--- config.mk ---
export PLATFORM = sky130hd
export DESIGN_NAME = run_gate_controller_flat
export DESIGN_NICKNAME = d
export VERILOG_FILES = /design/src/rtl/rgc_pkg.sv /design/src/rtl/rgc_in_if.sv /design/src/rtl/rgc_out_if.sv /design/src/rtl/run_gate_controller.sv /design/src/rtl/rgc_step.sv /design/src/flat_wrapper.sv
export SDC_FILE = /design/constraint.sdc
export NUM_CORES = 1
export LEC_CHECK = 0
export BUFFER_PORTS_ARGS = -buffer_cell sky130_fd_sc_hd__buf_2
export CAP_MARGIN = 20
export CORE_AREA = 5 5 94 118
export CTS_BUF_LIST = sky130_fd_sc_hd__clkbuf_8
export DETAILED_ROUTE_END_ITERATION = 6
export DIE_AREA = 0 0 99 123
export GPL_ROUTABILITY_DRIVEN = 0
export HOLD_SLACK_MARGIN = 0.02
export PLACE_DENSITY = 0.75
export RECOVER_POWER = 50
export SETUP_SLACK_MARGIN = 0.4
export SYNTH_ARGS = -nofsm -noshare
export SYNTH_HDL_FRONTEND = slang
export SYNTH_SLANG_ARGS = --single-unit
--- constraint.sdc ---
create_clock -name clk -period 12.25 [get_ports clk]
set_input_delay 0 -clock clk [delete_from_list [all_inputs] [get_ports clk]]
set_output_delay 0 -clock clk [all_outputs]
set_load 0.01 [all_outputs]
--- src/rtl/rgc_pkg.sv ---
`default_nettype none

package rgc_pkg;

    // Timing constants
    localparam logic [8:0]  WARMUP_COUNT    = 9'd401;
    localparam logic [3:0]  WARMUP_STEP_MS  = 4'd10;
    localparam logic [19:0] SAFETY_LIMIT_MS = 20'd30000;
    localparam logic [3:0]  ON_TIME_UNIT    = 4'd10;
    localparam logic [19:0] ELAPSED_MAX     = 20'hFFFFF;

    // Item kinds
    typedef enum logic [2:0] {
        KIND_TICK     = 3'd0,
        KIND_START    = 3'd1,
        KIND_RELEASE  = 3'd2,
        KIND_SEEK     = 3'd3,
        KIND_RESET    = 3'd4,
        KIND_RAISE_OT = 3'd5
    } kind_t;

    // Run sources
    localparam logic [2:0] SRC_IDLE   = 3'd0;
    localparam logic [2:0] SRC_TOUCH  = 3'd1;
    localparam logic [2:0] SRC_COMM   = 3'd2;
    localparam logic [2:0] SRC_REMOTE = 3'd3;
    localparam logic [2:0] SRC_CYCLE  = 3'd4;

    // Energy outcomes
    localparam logic [1:0] OUTCOME_CONTINUE = 2'd0;
    localparam logic [1:0] OUTCOME_FAULT    = 2'd2;

    // Configuration register indexes
    localparam logic [1:0] CFG_ENERGY_MODE   = 2'd0;
    localparam logic [1:0] CFG_HAND_MODEL    = 2'd1;
    localparam logic [1:0] CFG_ON_TIME_LIMIT = 2'd2;

    typedef struct packed {
        logic        energy_mode;
        logic        hand_model;
        logic [15:0] on_time_limit;
    } cfg_t;

    typedef struct packed {
        logic [2:0]  run_code;
        logic        warmup_active;
        logic [8:0]  warmup_steps;
        logic [3:0]  cadence_ms;
        logic [19:0] run_elapsed;
        logic        swallow_flag;
        logic        overtime_latch;
    } state_t;

    typedef struct packed {
        logic [2:0] kind;
        logic [2:0] source;
        logic       seek_reset_busy;
        logic       overload_flag;
        logic       estop_flag;
        logic       horn_flag;
        logic [1:0] energy_outcome;
    } item_t;

    typedef struct packed {
        logic [2:0] run_source;
        logic       warming;
        logic       fault_overtime;
        logic       drive_enable;
        logic       can_start;
        logic       stop_pulse;
        logic       swallow_pending;
    } result_t;

endpackage

`default_nettype wire

--- src/rtl/rgc_in_if.sv ---
`default_nettype none

interface rgc_in_if;
    logic       valid;
    logic       ready;
    logic [2:0] kind;
    logic [2:0] src;
    logic       seek_reset_busy;
    logic       overload_flag;
    logic       estop_flag;
    logic       horn_flag;
    logic [1:0] energy_outcome;

    modport source (
        output valid, kind, src, seek_reset_busy, overload_flag, estop_flag,
               horn_flag, energy_outcome,
        input  ready
    );

    modport sink (
        input  valid, kind, src, seek_reset_busy, overload_flag, estop_flag,
               horn_flag, energy_outcome,
        output ready
    );
endinterface

`default_nettype wire

--- src/rtl/rgc_out_if.sv ---
`default_nettype none

interface rgc_out_if;
    logic       valid;
    logic       ready;
    logic [2:0] run_source;
    logic       warming;
    logic       fault_overtime;
    logic       drive_enable;
    logic       can_start;
    logic       stop_pulse;
    logic       swallow_pending;

    modport source (
        output valid, run_source, warming, fault_overtime, drive_enable, can_start,
               stop_pulse, swallow_pending,
        input  ready
    );

    modport sink (
        input  valid, run_source, warming, fault_overtime, drive_enable, can_start,
               stop_pulse, swallow_pending,
        output ready
    );
endinterface

`default_nettype wire

--- src/rtl/run_gate_controller.sv ---
`default_nettype none

// Run gate for an ultrasonic output stage.
//
// cmd    : input beats, one per 1 ms tick or command (start, release, seek,
//          reset, raise overtime) with the blocking flags and energy outcome.
// status : one result beat per cmd beat, in order: run source, warm-up,
//          fault latch, drive enable, start permission, stop pulse, swallow.
// cfg    : write port (cfg_we, cfg_index, cfg_data); write only while idle.
//
// A cmd beat that is accepted lands in the input register; its result is then
// registered in the result register and shown from there.
// Throughput: one beat per cycle while status is taken; the state update
// is a single pass of short logic between the input and result registers.
// Stall: when status is not taken, the result register holds, the input
// register holds one more beat, and cmd.ready drops only when both are full.
// Reset: run idle, warm-up armed (401 steps of 10 ms), fault and swallow
// clear, configuration zero, both pipeline stages empty.
module run_gate_controller (
    input  wire logic        clk,
    input  wire logic        rst_n,
    rgc_in_if.sink           cmd,
    rgc_out_if.source        status,
    input  wire logic        cfg_we,
    input  wire logic [1:0]  cfg_index,
    input  wire logic [15:0] cfg_data
);

    rgc_pkg::cfg_t    cfg_reg;
    rgc_pkg::state_t  st_reg;
    rgc_pkg::state_t  st_next;
    rgc_pkg::item_t   item_reg;
    rgc_pkg::item_t   item_in;
    rgc_pkg::result_t res_next;
    rgc_pkg::result_t res_reg;
    logic             item_valid_reg;
    logic             res_valid_reg;
    logic             advance;
    logic             cmd_accept;

    // Move the input stage forward when the result slot is free or being drained.
    assign advance    = item_valid_reg && (!res_valid_reg || status.ready);
    assign cmd.ready  = !item_valid_reg || advance;
    assign cmd_accept = cmd.valid && cmd.ready;

    assign item_in.kind            = cmd.kind;
    assign item_in.source          = cmd.src;
    assign item_in.seek_reset_busy = cmd.seek_reset_busy;
    assign item_in.overload_flag   = cmd.overload_flag;
    assign item_in.estop_flag      = cmd.estop_flag;
    assign item_in.horn_flag       = cmd.horn_flag;
    assign item_in.energy_outcome  = cmd.energy_outcome;

    rgc_step u_step (
        .st      (st_reg),
        .cfg     (cfg_reg),
        .item    (item_reg),
        .st_next (st_next),
        .res     (res_next)
    );

    // Configuration registers
    always_ff @(posedge clk or negedge rst_n)
    begin
        if (!rst_n)
        begin
            cfg_reg <= '0;
        end
        else if (cfg_we)
        begin
            unique case (cfg_index)
                rgc_pkg::CFG_ENERGY_MODE:   cfg_reg.energy_mode   <= cfg_data[0];
                rgc_pkg::CFG_HAND_MODEL:    cfg_reg.hand_model    <= cfg_data[0];
                rgc_pkg::CFG_ON_TIME_LIMIT: cfg_reg.on_time_limit <= cfg_data;
                default:                    ;
            endcase
        end
    end

    // Control state: stage valids and the gate state
    always_ff @(posedge clk or negedge rst_n)
    begin
        if (!rst_n)
        begin
            item_valid_reg <= 1'b0;
            res_valid_reg  <= 1'b0;
            st_reg         <= '{run_code:       rgc_pkg::SRC_IDLE,
                                warmup_active:  1'b1,
                                warmup_steps:   9'd0,
                                cadence_ms:     4'd0,
                                run_elapsed:    20'd0,
                                swallow_flag:   1'b0,
                                overtime_latch: 1'b0};
        end
        else
        begin
            if (cmd_accept)
                item_valid_reg <= 1'b1;
            else if (advance)
                item_valid_reg <= 1'b0;

            if (advance)
            begin
                res_valid_reg <= 1'b1;
                st_reg        <= st_next;
            end
            else if (status.ready)
                res_valid_reg <= 1'b0;
        end
    end

    // Payload: hold input beat and result while stalled
    always_ff @(posedge clk)
    begin
        if (cmd_accept)
            item_reg <= item_in;
        if (advance)
            res_reg <= res_next;
    end

    assign status.valid           = res_valid_reg;
    assign status.run_source      = res_reg.run_source;
    assign status.warming         = res_reg.warming;
    assign status.fault_overtime  = res_reg.fault_overtime;
    assign status.drive_enable    = res_reg.drive_enable;
    assign status.can_start       = res_reg.can_start;
    assign status.stop_pulse      = res_reg.stop_pulse;
    assign status.swallow_pending = res_reg.swallow_pending;

endmodule

`default_nettype wire

--- src/rtl/rgc_step.sv ---
`default_nettype none

// Next state and result for one beat.
module rgc_step (
    input  var rgc_pkg::state_t  st,
    input  var rgc_pkg::cfg_t    cfg,
    input  var rgc_pkg::item_t   item,
    output rgc_pkg::state_t      st_next,
    output rgc_pkg::result_t     res
);

    logic [19:0] limit_ms;
    logic        blocked;

    assign limit_ms = 20'(cfg.on_time_limit) * 20'(rgc_pkg::ON_TIME_UNIT);
    assign blocked  = item.seek_reset_busy | item.overload_flag | item.estop_flag
                    | item.horn_flag;

    always_comb
    begin
        rgc_pkg::state_t n;
        logic            stop;
        logic            auto_stop;

        n         = st;
        stop      = 1'b0;
        auto_stop = 1'b0;

        case (rgc_pkg::kind_t'(item.kind))
            rgc_pkg::KIND_TICK:
            begin
                n.cadence_ms = st.cadence_ms + 4'd1;
                if (n.cadence_ms >= rgc_pkg::WARMUP_STEP_MS)
                begin
                    n.cadence_ms = 4'd0;
                    if (st.warmup_active)
                    begin
                        n.warmup_steps = st.warmup_steps + 9'd1;
                        if (n.warmup_steps >= rgc_pkg::WARMUP_COUNT)
                            n.warmup_active = 1'b0;
                    end
                end
                if (st.run_code != rgc_pkg::SRC_IDLE)
                begin
                    if (st.run_elapsed != rgc_pkg::ELAPSED_MAX)
                        n.run_elapsed = st.run_elapsed + 20'd1;
                    if (n.run_elapsed >= rgc_pkg::SAFETY_LIMIT_MS)
                        auto_stop = 1'b1;
                    else if (st.run_code != rgc_pkg::SRC_CYCLE)
                    begin
                        if (cfg.energy_mode)
                        begin
                            if (item.energy_outcome != rgc_pkg::OUTCOME_CONTINUE)
                                auto_stop = 1'b1;
                            if (item.energy_outcome == rgc_pkg::OUTCOME_FAULT)
                                n.overtime_latch = 1'b1;
                        end
                        else if (cfg.hand_model && cfg.on_time_limit != 16'd0 &&
                                 (st.run_code == rgc_pkg::SRC_COMM ||
                                  st.run_code == rgc_pkg::SRC_REMOTE) &&
                                 n.run_elapsed >= limit_ms)
                            auto_stop = 1'b1;
                    end
                end
                if (auto_stop)
                begin
                    // an auto-stopped touch run swallows the next touch start or touch release
                    if (st.run_code == rgc_pkg::SRC_TOUCH)
                        n.swallow_flag = 1'b1;
                    n.run_code = rgc_pkg::SRC_IDLE;
                    stop       = 1'b1;
                end
            end
            rgc_pkg::KIND_START:
            begin
                if (!st.warmup_active && st.run_code == rgc_pkg::SRC_IDLE)
                begin
                    if (item.source == rgc_pkg::SRC_TOUCH && st.swallow_flag)
                        n.swallow_flag = 1'b0;
                    else if (!blocked && !st.overtime_latch &&
                             item.source >= rgc_pkg::SRC_TOUCH &&
                             item.source <= rgc_pkg::SRC_CYCLE)
                    begin
                        n.run_code    = item.source;
                        n.run_elapsed = 20'd0;
                    end
                end
            end
            rgc_pkg::KIND_RELEASE:
            begin
                if (st.run_code != rgc_pkg::SRC_IDLE)
                begin
                    n.run_code = rgc_pkg::SRC_IDLE;
                    stop       = 1'b1;
                end
                else if (item.source == rgc_pkg::SRC_TOUCH && st.swallow_flag)
                    n.swallow_flag = 1'b0;
            end
            rgc_pkg::KIND_RESET:
                n.overtime_latch = 1'b0;
            rgc_pkg::KIND_RAISE_OT:
                n.overtime_latch = 1'b1;
            default:
                ;
        endcase

        st_next             = n;
        res.run_source      = n.run_code;
        res.warming         = n.warmup_active;
        res.fault_overtime  = n.overtime_latch;
        res.drive_enable    = (n.run_code != rgc_pkg::SRC_IDLE);
        res.can_start       = !n.warmup_active && n.run_code == rgc_pkg::SRC_IDLE &&
                              !blocked && !n.overtime_latch;
        res.stop_pulse      = stop;
        res.swallow_pending = n.swallow_flag;
    end

endmodule

`default_nettype wire

--- src/flat_wrapper.sv ---
// flat-port wrapper written by rule: the top's interface ports become plain ports
module run_gate_controller_flat 
  (clk, rst_n, cfg_we, cfg_index, cfg_data, cmd_valid, cmd_kind, cmd_src, cmd_seek_reset_busy, cmd_overload_flag, cmd_estop_flag, cmd_horn_flag, cmd_energy_outcome, cmd_ready, status_valid, status_run_source, status_warming, status_fault_overtime, status_drive_enable, status_can_start, status_stop_pulse, status_swallow_pending, status_ready);
  rgc_in_if cmd_i ();
  rgc_out_if status_i ();
  input  wire logic clk;
  input  wire logic rst_n;
  input  wire logic cfg_we;
  input  wire logic [1:0] cfg_index;
  input  wire logic [15:0] cfg_data;
  input wire logic [$bits(cmd_i.valid)-1:0] cmd_valid;
  input wire logic [$bits(cmd_i.kind)-1:0] cmd_kind;
  input wire logic [$bits(cmd_i.src)-1:0] cmd_src;
  input wire logic [$bits(cmd_i.seek_reset_busy)-1:0] cmd_seek_reset_busy;
  input wire logic [$bits(cmd_i.overload_flag)-1:0] cmd_overload_flag;
  input wire logic [$bits(cmd_i.estop_flag)-1:0] cmd_estop_flag;
  input wire logic [$bits(cmd_i.horn_flag)-1:0] cmd_horn_flag;
  input wire logic [$bits(cmd_i.energy_outcome)-1:0] cmd_energy_outcome;
  output wire logic [$bits(cmd_i.ready)-1:0] cmd_ready;
  output wire logic [$bits(status_i.valid)-1:0] status_valid;
  output wire logic [$bits(status_i.run_source)-1:0] status_run_source;
  output wire logic [$bits(status_i.warming)-1:0] status_warming;
  output wire logic [$bits(status_i.fault_overtime)-1:0] status_fault_overtime;
  output wire logic [$bits(status_i.drive_enable)-1:0] status_drive_enable;
  output wire logic [$bits(status_i.can_start)-1:0] status_can_start;
  output wire logic [$bits(status_i.stop_pulse)-1:0] status_stop_pulse;
  output wire logic [$bits(status_i.swallow_pending)-1:0] status_swallow_pending;
  input wire logic [$bits(status_i.ready)-1:0] status_ready;
  assign cmd_i.valid = cmd_valid;
  assign cmd_i.kind = cmd_kind;
  assign cmd_i.src = cmd_src;
  assign cmd_i.seek_reset_busy = cmd_seek_reset_busy;
  assign cmd_i.overload_flag = cmd_overload_flag;
  assign cmd_i.estop_flag = cmd_estop_flag;
  assign cmd_i.horn_flag = cmd_horn_flag;
  assign cmd_i.energy_outcome = cmd_energy_outcome;
  assign cmd_ready = cmd_i.ready;
  assign status_valid = status_i.valid;
  assign status_run_source = status_i.run_source;
  assign status_warming = status_i.warming;
  assign status_fault_overtime = status_i.fault_overtime;
  assign status_drive_enable = status_i.drive_enable;
  assign status_can_start = status_i.can_start;
  assign status_stop_pulse = status_i.stop_pulse;
  assign status_swallow_pending = status_i.swallow_pending;
  assign status_i.ready = status_ready;
  run_gate_controller u_core (.clk(clk), .rst_n(rst_n), .cmd(cmd_i), .status(status_i), .cfg_we(cfg_we), .cfg_index(cfg_index), .cfg_data(cfg_data));
endmodule
==> results of run 1 <==
-- critical path: cells and delay by family, from the launching register on --
kind            cells  cell delay, ns
xor+xnor            1            0.17
fa+ha+maj           3            0.89
compound gates     13            2.92
flops               1            0.43
simple gates        1            0.06
-- per-stage QoR --
| stage | cells | worst slack, ns | area (µm²) | util, % | power [mW] |
|---|---|---|---|---|---|
| 2_1_floorplan | 571 | 7.91 | 5480 | - | 0.593 |
| 3_3_place_gp | 731 | 7.67 | 5800 | 58.6 | 0.658 |
| 3_5_place_dp | 731 | 7.58 | 5800 | 58.6 | 0.675 |
| 4_1_cts | 780 | 7.56 | 6350 | 64.1 | 0.902 |
| 5_1_grt | 780 | 7.39 | 6330 | 63.9 | 0.972 |
| 6_report | 780 | 7.56 | 6330 | 63.9 | 0.902 |
-- synthesized netlist by cell type, drive strengths merged (3+ instances only) --
cell	instances	share of area (%)
o21ai	36	3.3
xor2	17	2.7
o21a	3	0.41
a31oi	9	1.0
buf	5	0.84
edfxtp	21	12
a211oi	6	0.82
nor4	7	0.91
nand4	13	1.8
nor4b	3	0.48
clkbuf	12	0.91
mux2i	4	0.73
nand3b	4	0.55
and2	7	0.84
o31ai	12	1.6
or2	3	0.34
inv	27	1.8
o211ai	3	0.41
a21oi	31	2.8
nor2	33	2.3
nor3b	4	0.55
and3	11	1.3
nor2b	6	0.69
mux2	18	3.7
nand2b	8	0.91
ha	52	12
xnor2	17	2.7
nand3	19	1.8
nor3	12	1.1
and4	7	1.1
nand2	55	3.8
dfrtp	58	26
a21o	10	1.4
or3	6	0.69
-- final timing paths --
check / from / endpoint / slack, ns / cells after the start
min: cfg_index[1] / u_core.cfg_reg[17]$_DFFE_PN0P_ / 0.04 / 3
max in group asynchronous: rst_n / u_core.st_reg[29]$_DFFE_PN0P_ / 9.11 / 3
min in group asynchronous: rst_n / u_core.st_reg[8]$_DFFE_PN0P_ / 1.33 / 3
max: u_core.cfg_reg[2]$_DFFE_PN0P_ / u_core.status.can_start$_DFFE_PP_ / 7.56 / 18
min reg2reg: u_core.st_reg[35]$_DFFE_PN1P_ / u_core.st_reg[35]$_DFFE_PN1P_ / 0.51 / 2
max reg2reg: u_core.cfg_reg[2]$_DFFE_PN0P_ / u_core.status.can_start$_DFFE_PP_ / 7.56 / 18
-- power breakdown --
| part | switching, mW | total [mW] | internal, mW |
|---|---|---|---|
| clock | 0.116 | 0.217 | 0.101 |
| combinational | 0.187 | 0.341 | 0.154 |
| sequential | 0.0398 | 0.345 | 0.305 |
| total | 0.342 | 0.902 | 0.560 |
-- repair_timing --
item	CTS	global route
endpoints found under the hold margin	90	0
hold buffers	33	0
resized for setup	0	0
-- cell families after synthesis --
kind of cell    count (synthesis)  share of synthesized area, %
simple gates                  204                          20.0
xor+xnor                       34                          5.43
buf+inv                        45                          3.68
compound gates                133                          15.8
fa+ha+maj                      53                          12.2
mux                            22                          4.43
flops                          80                          38.5
-- per-layer routing --
| layer | track usage [%] | wire, µm |
|---|---|---|
| met3 | 4.23 | 555 |
| met5 | 0 | 0 |
| met2 | 40.3 | 6700 |
| met4 | 9.22 | 384 |
| met1 | 26.9 | 5380 |
-- final cells by class --
| cell class | count | share of cell area, % |
|---|---|---|
| sequential | 80 | 33.3 |
| timing repair buffer | 81 | 8.85 |
| clock inverter | 7 | 1.50 |
| clock buffer | 9 | 1.96 |
| inverter | 28 | 1.66 |
| tap | 129 | 2.55 |
| multi-input combinational | 446 | 50.2 |
==> flow_summary_export.csv, run 1 <==
group,metric,value,unit
routing,firstDrtPassIters,5,
timing,fin_tns_setup,0,ns
finish,final_cell_mix,"58 x dfrtp_1, 55 x nand2_1, 52 x ha_1",
routing,ant_nets,0,
synthesis,ys_warn_count,0,
timing,holdWs,0.0388,ns
finish,drive_above_1_share,13.5,%
placement,dp_hpwl,9160,µm
die,start_util,55.4,%
placement,portBuffers,45,
synthesis,synth.yosys.seq_area_share,38.5,%
synthesis,synth_seq_cells,80,
cts,htree_num_levels,3,
synthesis,avgSynthCellArea,9.60,µm²
pwr,p_leak,2.80,nW
critical_path,crit_chain,"ha_1, ha_1, a21o_1, a21oi_1, o21bai_1, a31o_2, a211o_1, a31o_2, a21oi_1, xor2_1, ha_1, a21oi_1, nor2b_1, o21ai_0, o211ai_1, o21a_1, o41a_4, o211a_1",
routing,drcViolationCount,0,
run_status,violations,"capacitance limit, slew limit",
routing,wl_per_cell,16.7,µm
finish,regArea,2110,µm²
die,ioPinCount,46,
finish,num-fill-cells,784,
cts,clock-sinks,80,
critical_path,worst_setup_path_end_kind,"flop",
global_routing,grt_pass1_vias,4734,
critical_path,cp_max_fo,9,
cts,clkTransAtPathRegs,0.10,ns
cts,cts_root_buf,"clkbuf_8",
finish,final_nets,734,
critical_path,slowest_delay,0.52,ns
synthesis,ys.flop_type,"dfrtp_1",
pwr,peakVddDrop,0.111,mV
timing,max_freq,213,MHz
cts,cts_buffer_depth,2,
min_path,hp-class,"primary input to flop",
pwr,powerDensity,143,nW/µm²
finish,areaGrowthSynthToFinish,15.5,%
timing,finalCriticalPeriod,4.69,ns
run_status,outcome,"complete, but fails checks",
cts,insertion_delay,0.37,ns
routing,drtIter0Drc,224,
finish,final_common_cell,"dfrtp_1",
global_routing,antenna_found_initial,0,
timing,rsz0062_at_grt,"no",
cts,post_cts_buffers,0,
synthesis,synth_edf_count,21,
synthesis,synthArstFlopShare,73.8,%
die,rows,41,
synthesis,syn_inst,571,
global_routing,grt_max_degree,60,
routing,vias_per_cell,5.99,
timing,max_slew_margin,-114,%
synthesis,syn_area,5480,µm²
flow_run,maxCapViolCount,1,
die,dieArea,12200,µm²
timing,final_hold_viol_count,0,
timing,setup_violations,0,
cts,cts_buffers,9,
timing,finalClockSkew,0.0135,ns
synthesis,synth_nets,659,
cts,cts_tree,"yes",
finish,antenna_cells,0,
die,fp.dieH,123,µm
critical_path,start_kind,"flop",
finish,multi_input_comb_area,3180,µm²
routing,vias,4675,
critical_path,worst_ep_required_time,12.39,ns
die,die_w,99,µm
global_routing,grt_overflow,0,
die,core,9900,µm²
timing,min_period_over_period,38.3,%
global_routing,grt_pass1_wl,22300,µm
critical_path,worstSetupPathType,"flop to flop",
routing,drt_wl_total,13000,µm
critical_path,critPathArrivalTime,4.84,ns
critical_path,worst_path_max_delay_cell,"o41a_4",
timing,slew_violations,60,
timing,tightestPinTransition,3.21,ns
global_routing,grt_use_total,22.7,%
finish,largest_reg_flops,39,
synthesis,synth.distinct_cells,70,
Power figures use the tool's default switching activity.
==> run 2, diff against run 1 <==
==> constraint.sdc (replaced) <==
create_clock -name clk -period 4.9 [get_ports clk]
set_input_delay 0 -clock clk [delete_from_list [all_inputs] [get_ports clk]]
set_output_delay 0 -clock clk [all_outputs]
set_load 0.01 [all_outputs]
==> flow_summary_export.csv, run 2 (same netlist as run 1, synthesis figures left out) <==
group,metric,value,unit
routing,vias_per_cell,6.05,
run_status,violations,"capacitance limit, slew limit",
die,start_util,55.4,%
cts,clock-sinks,80,
die,ioPinCount,46,
min_path,worstHoldStart,"cfg_index[1]",
routing,firstDrtPassIters,5,
die,core,9900,µm²
cts,htree_num_levels,3,
placement,place_inst,731,
routing,drt_wl_total,13700,µm
cts,cts_buffer_depth,2,
finish,stdcell_count,783,
placement,post-place-ws,0.261,ns
global_routing,antenna_found_initial,0,
timing,rsz0062_at_grt,"no",
die,fp.dieH,123,µm
timing,max_freq,226,MHz
critical_path,rr_worst_depth,18,
routing,wl_per_cell,17.5,µm
routing,vias,4741,
finish,fin_util,64.9,%
timing,finalClockSkew,0.00760,ns
pwr,p_leak,2.81,nW
global_routing,grt_overflow,0,
finish,final_cell_mix,"56 x dfrtp_1, 55 x nand2_1, 49 x ha_1",
finish,final_nets,737,
run_status,outcome,"complete, but fails checks",
timing,setup_violations,0,
timing,finalCriticalPeriod,4.42,ns
critical_path,regToRegStartpoint,"u_core.cfg_reg[4]$_DFFE_PN0P_",
timing,slew_violations,60,
min_path,hp-class,"primary input to flop",
finish,num-fill-cells,765,
die,die_w,99,µm
timing,fin_tns_setup,0,ns
cts,cts_root_buf,"clkbuf_8",
finish,regArea,2110,µm²
timing,min_period_over_period,90.1,%
global_routing,grt_max_degree,60,
critical_path,cp_max_fo,5,
timing,fin_ws,0.485,ns
timing,final_hold_viol_count,0,
die,rows,41,
critical_path,start_kind,"flop",
pwr,powerDensity,359,nW/µm²
global_routing,grt_pass1_wl,22700,µm
cts,clkTransAtPathRegs,0.09,ns
finish,largest_reg_flops,39,
cts,insertion_delay,0.37,ns
critical_path,worst_setup_path_end_kind,"flop",
critical_path,worstSetupPathType,"flop to flop",
pwr,design_power_total,2.30,mW
global_routing,grt_use_total,23.2,%
finish,antenna_cells,0,
timing,max_slew_margin,-115,%
cts,cts_tree,"yes",
pwr,peakVddDrop,0.278,mV
flow_run,maxCapViolCount,1,
routing,ant_nets,0,
placement,dp_hpwl,9180,µm
cts,cts_buffers,9,
finish,final_common_cell,"dfrtp_1",
critical_path,crit_start,"u_core.cfg_reg[4]$_DFFE_PN0P_",
min_path,hold_path_depth,3,
finish,multi_input_comb_area,3270,µm²
routing,drcViolationCount,0,
critical_path,critPathArrivalTime,4.55,ns
timing,tightestPinTransition,3.23,ns
placement,portBuffers,45,
routing,drtIter0Drc,344,
finish,drive_above_1_share,16.2,%
critical_path,worst_ep_required_time,5.03,ns
die,dieArea,12200,µm²
finish,areaGrowthSynthToFinish,17.2,%
global_routing,grt_pass1_vias,4717,
-- run 2: cell types whose count changed in the layout (fill, tap and decap cells not counted), sizes merged --
cell / previous run / this run
o41a: 1 / 2
clkinvlp: 0 / 1
buf: 36 / 38
clkinv: 2 / 4
inv: 32 / 29
-- run 2: final cells by class --
type	count	share of cell area, %
well taps	129	2.51
repair buffers	83	8.96
inverters	28	1.64
clock buffers	9	1.93
multi-input cells	447	50.9
clock inverters	7	1.23
flip-flops and latches	80	32.9
-- run 2: where the power goes --
part,internal (mW),total [mW],switching [mW]
registers,0.763,0.867,0.104
clock network,0.241,0.508,0.268
logic,0.421,0.928,0.507
-- run 2: repair_timing --
item | in CTS | in global routing
cloned | 0 | 1
hold endpoints to repair | 90 | 0
setup endpoints to repair | 4 | 6
buffers inserted | 0 | 2
pin swaps | 2 | 14
hold buffers | 33 | 0
gates resized for setup | 2 | 19
-- run 2: worst paths after layout --
path                                                     end  slack (ns)
min in group asynchronous      u_core.cfg_reg[9]$_DFFE_PN0P_        1.34
setup reg to reg           u_core.status.can_start$_DFFE_PP_        0.48
max in group asynchronous      u_core.cfg_reg[2]$_DFFE_PN0P_        1.51
hold reg to reg                u_core.st_reg[35]$_DFFE_PN1P_        0.50
setup / recovery           u_core.status.can_start$_DFFE_PP_        0.48
hold / removal                u_core.cfg_reg[17]$_DFFE_PN0P_        0.08
-- run 2: layer usage --
metal	track usage, %	vias up	share of wire (%)
met3	4.57	43	4.9
met2	39.8	170	50
met4	10.2	0	3.7
met5	0	-	0
li1	-	2272	-
met1	28.4	2256	41
-- run 2: critical path: stages, from the launching register on --
cell,delay (ns)
dfrtp_2,0.45
ha_4,0.27
ha_4,0.24
a21o_1,0.18
a21oi_2,0.16
o21bai_1,0.12
a31o_2,0.26
a211o_1,0.32
a31o_4,0.23
a21oi_2,0.14
xor2_1,0.17
ha_1,0.27
a21oi_2,0.14
nor2b_1,0.06
o21ai_1,0.11
o211ai_1,0.12
o21a_1,0.21
o41a_4,0.50
o211a_1,0.22
-- run 2: per-stage QoR --
step | hold slack, ns | cell area [µm²]
floorplan | -0.296 | 5480
global placement | 0.178 | 5800
global route | 0.0711 | 6420
finish | 0.0771 | 6420
detailed placement | 0.179 | 5800
CTS | 0.0374 | 6340
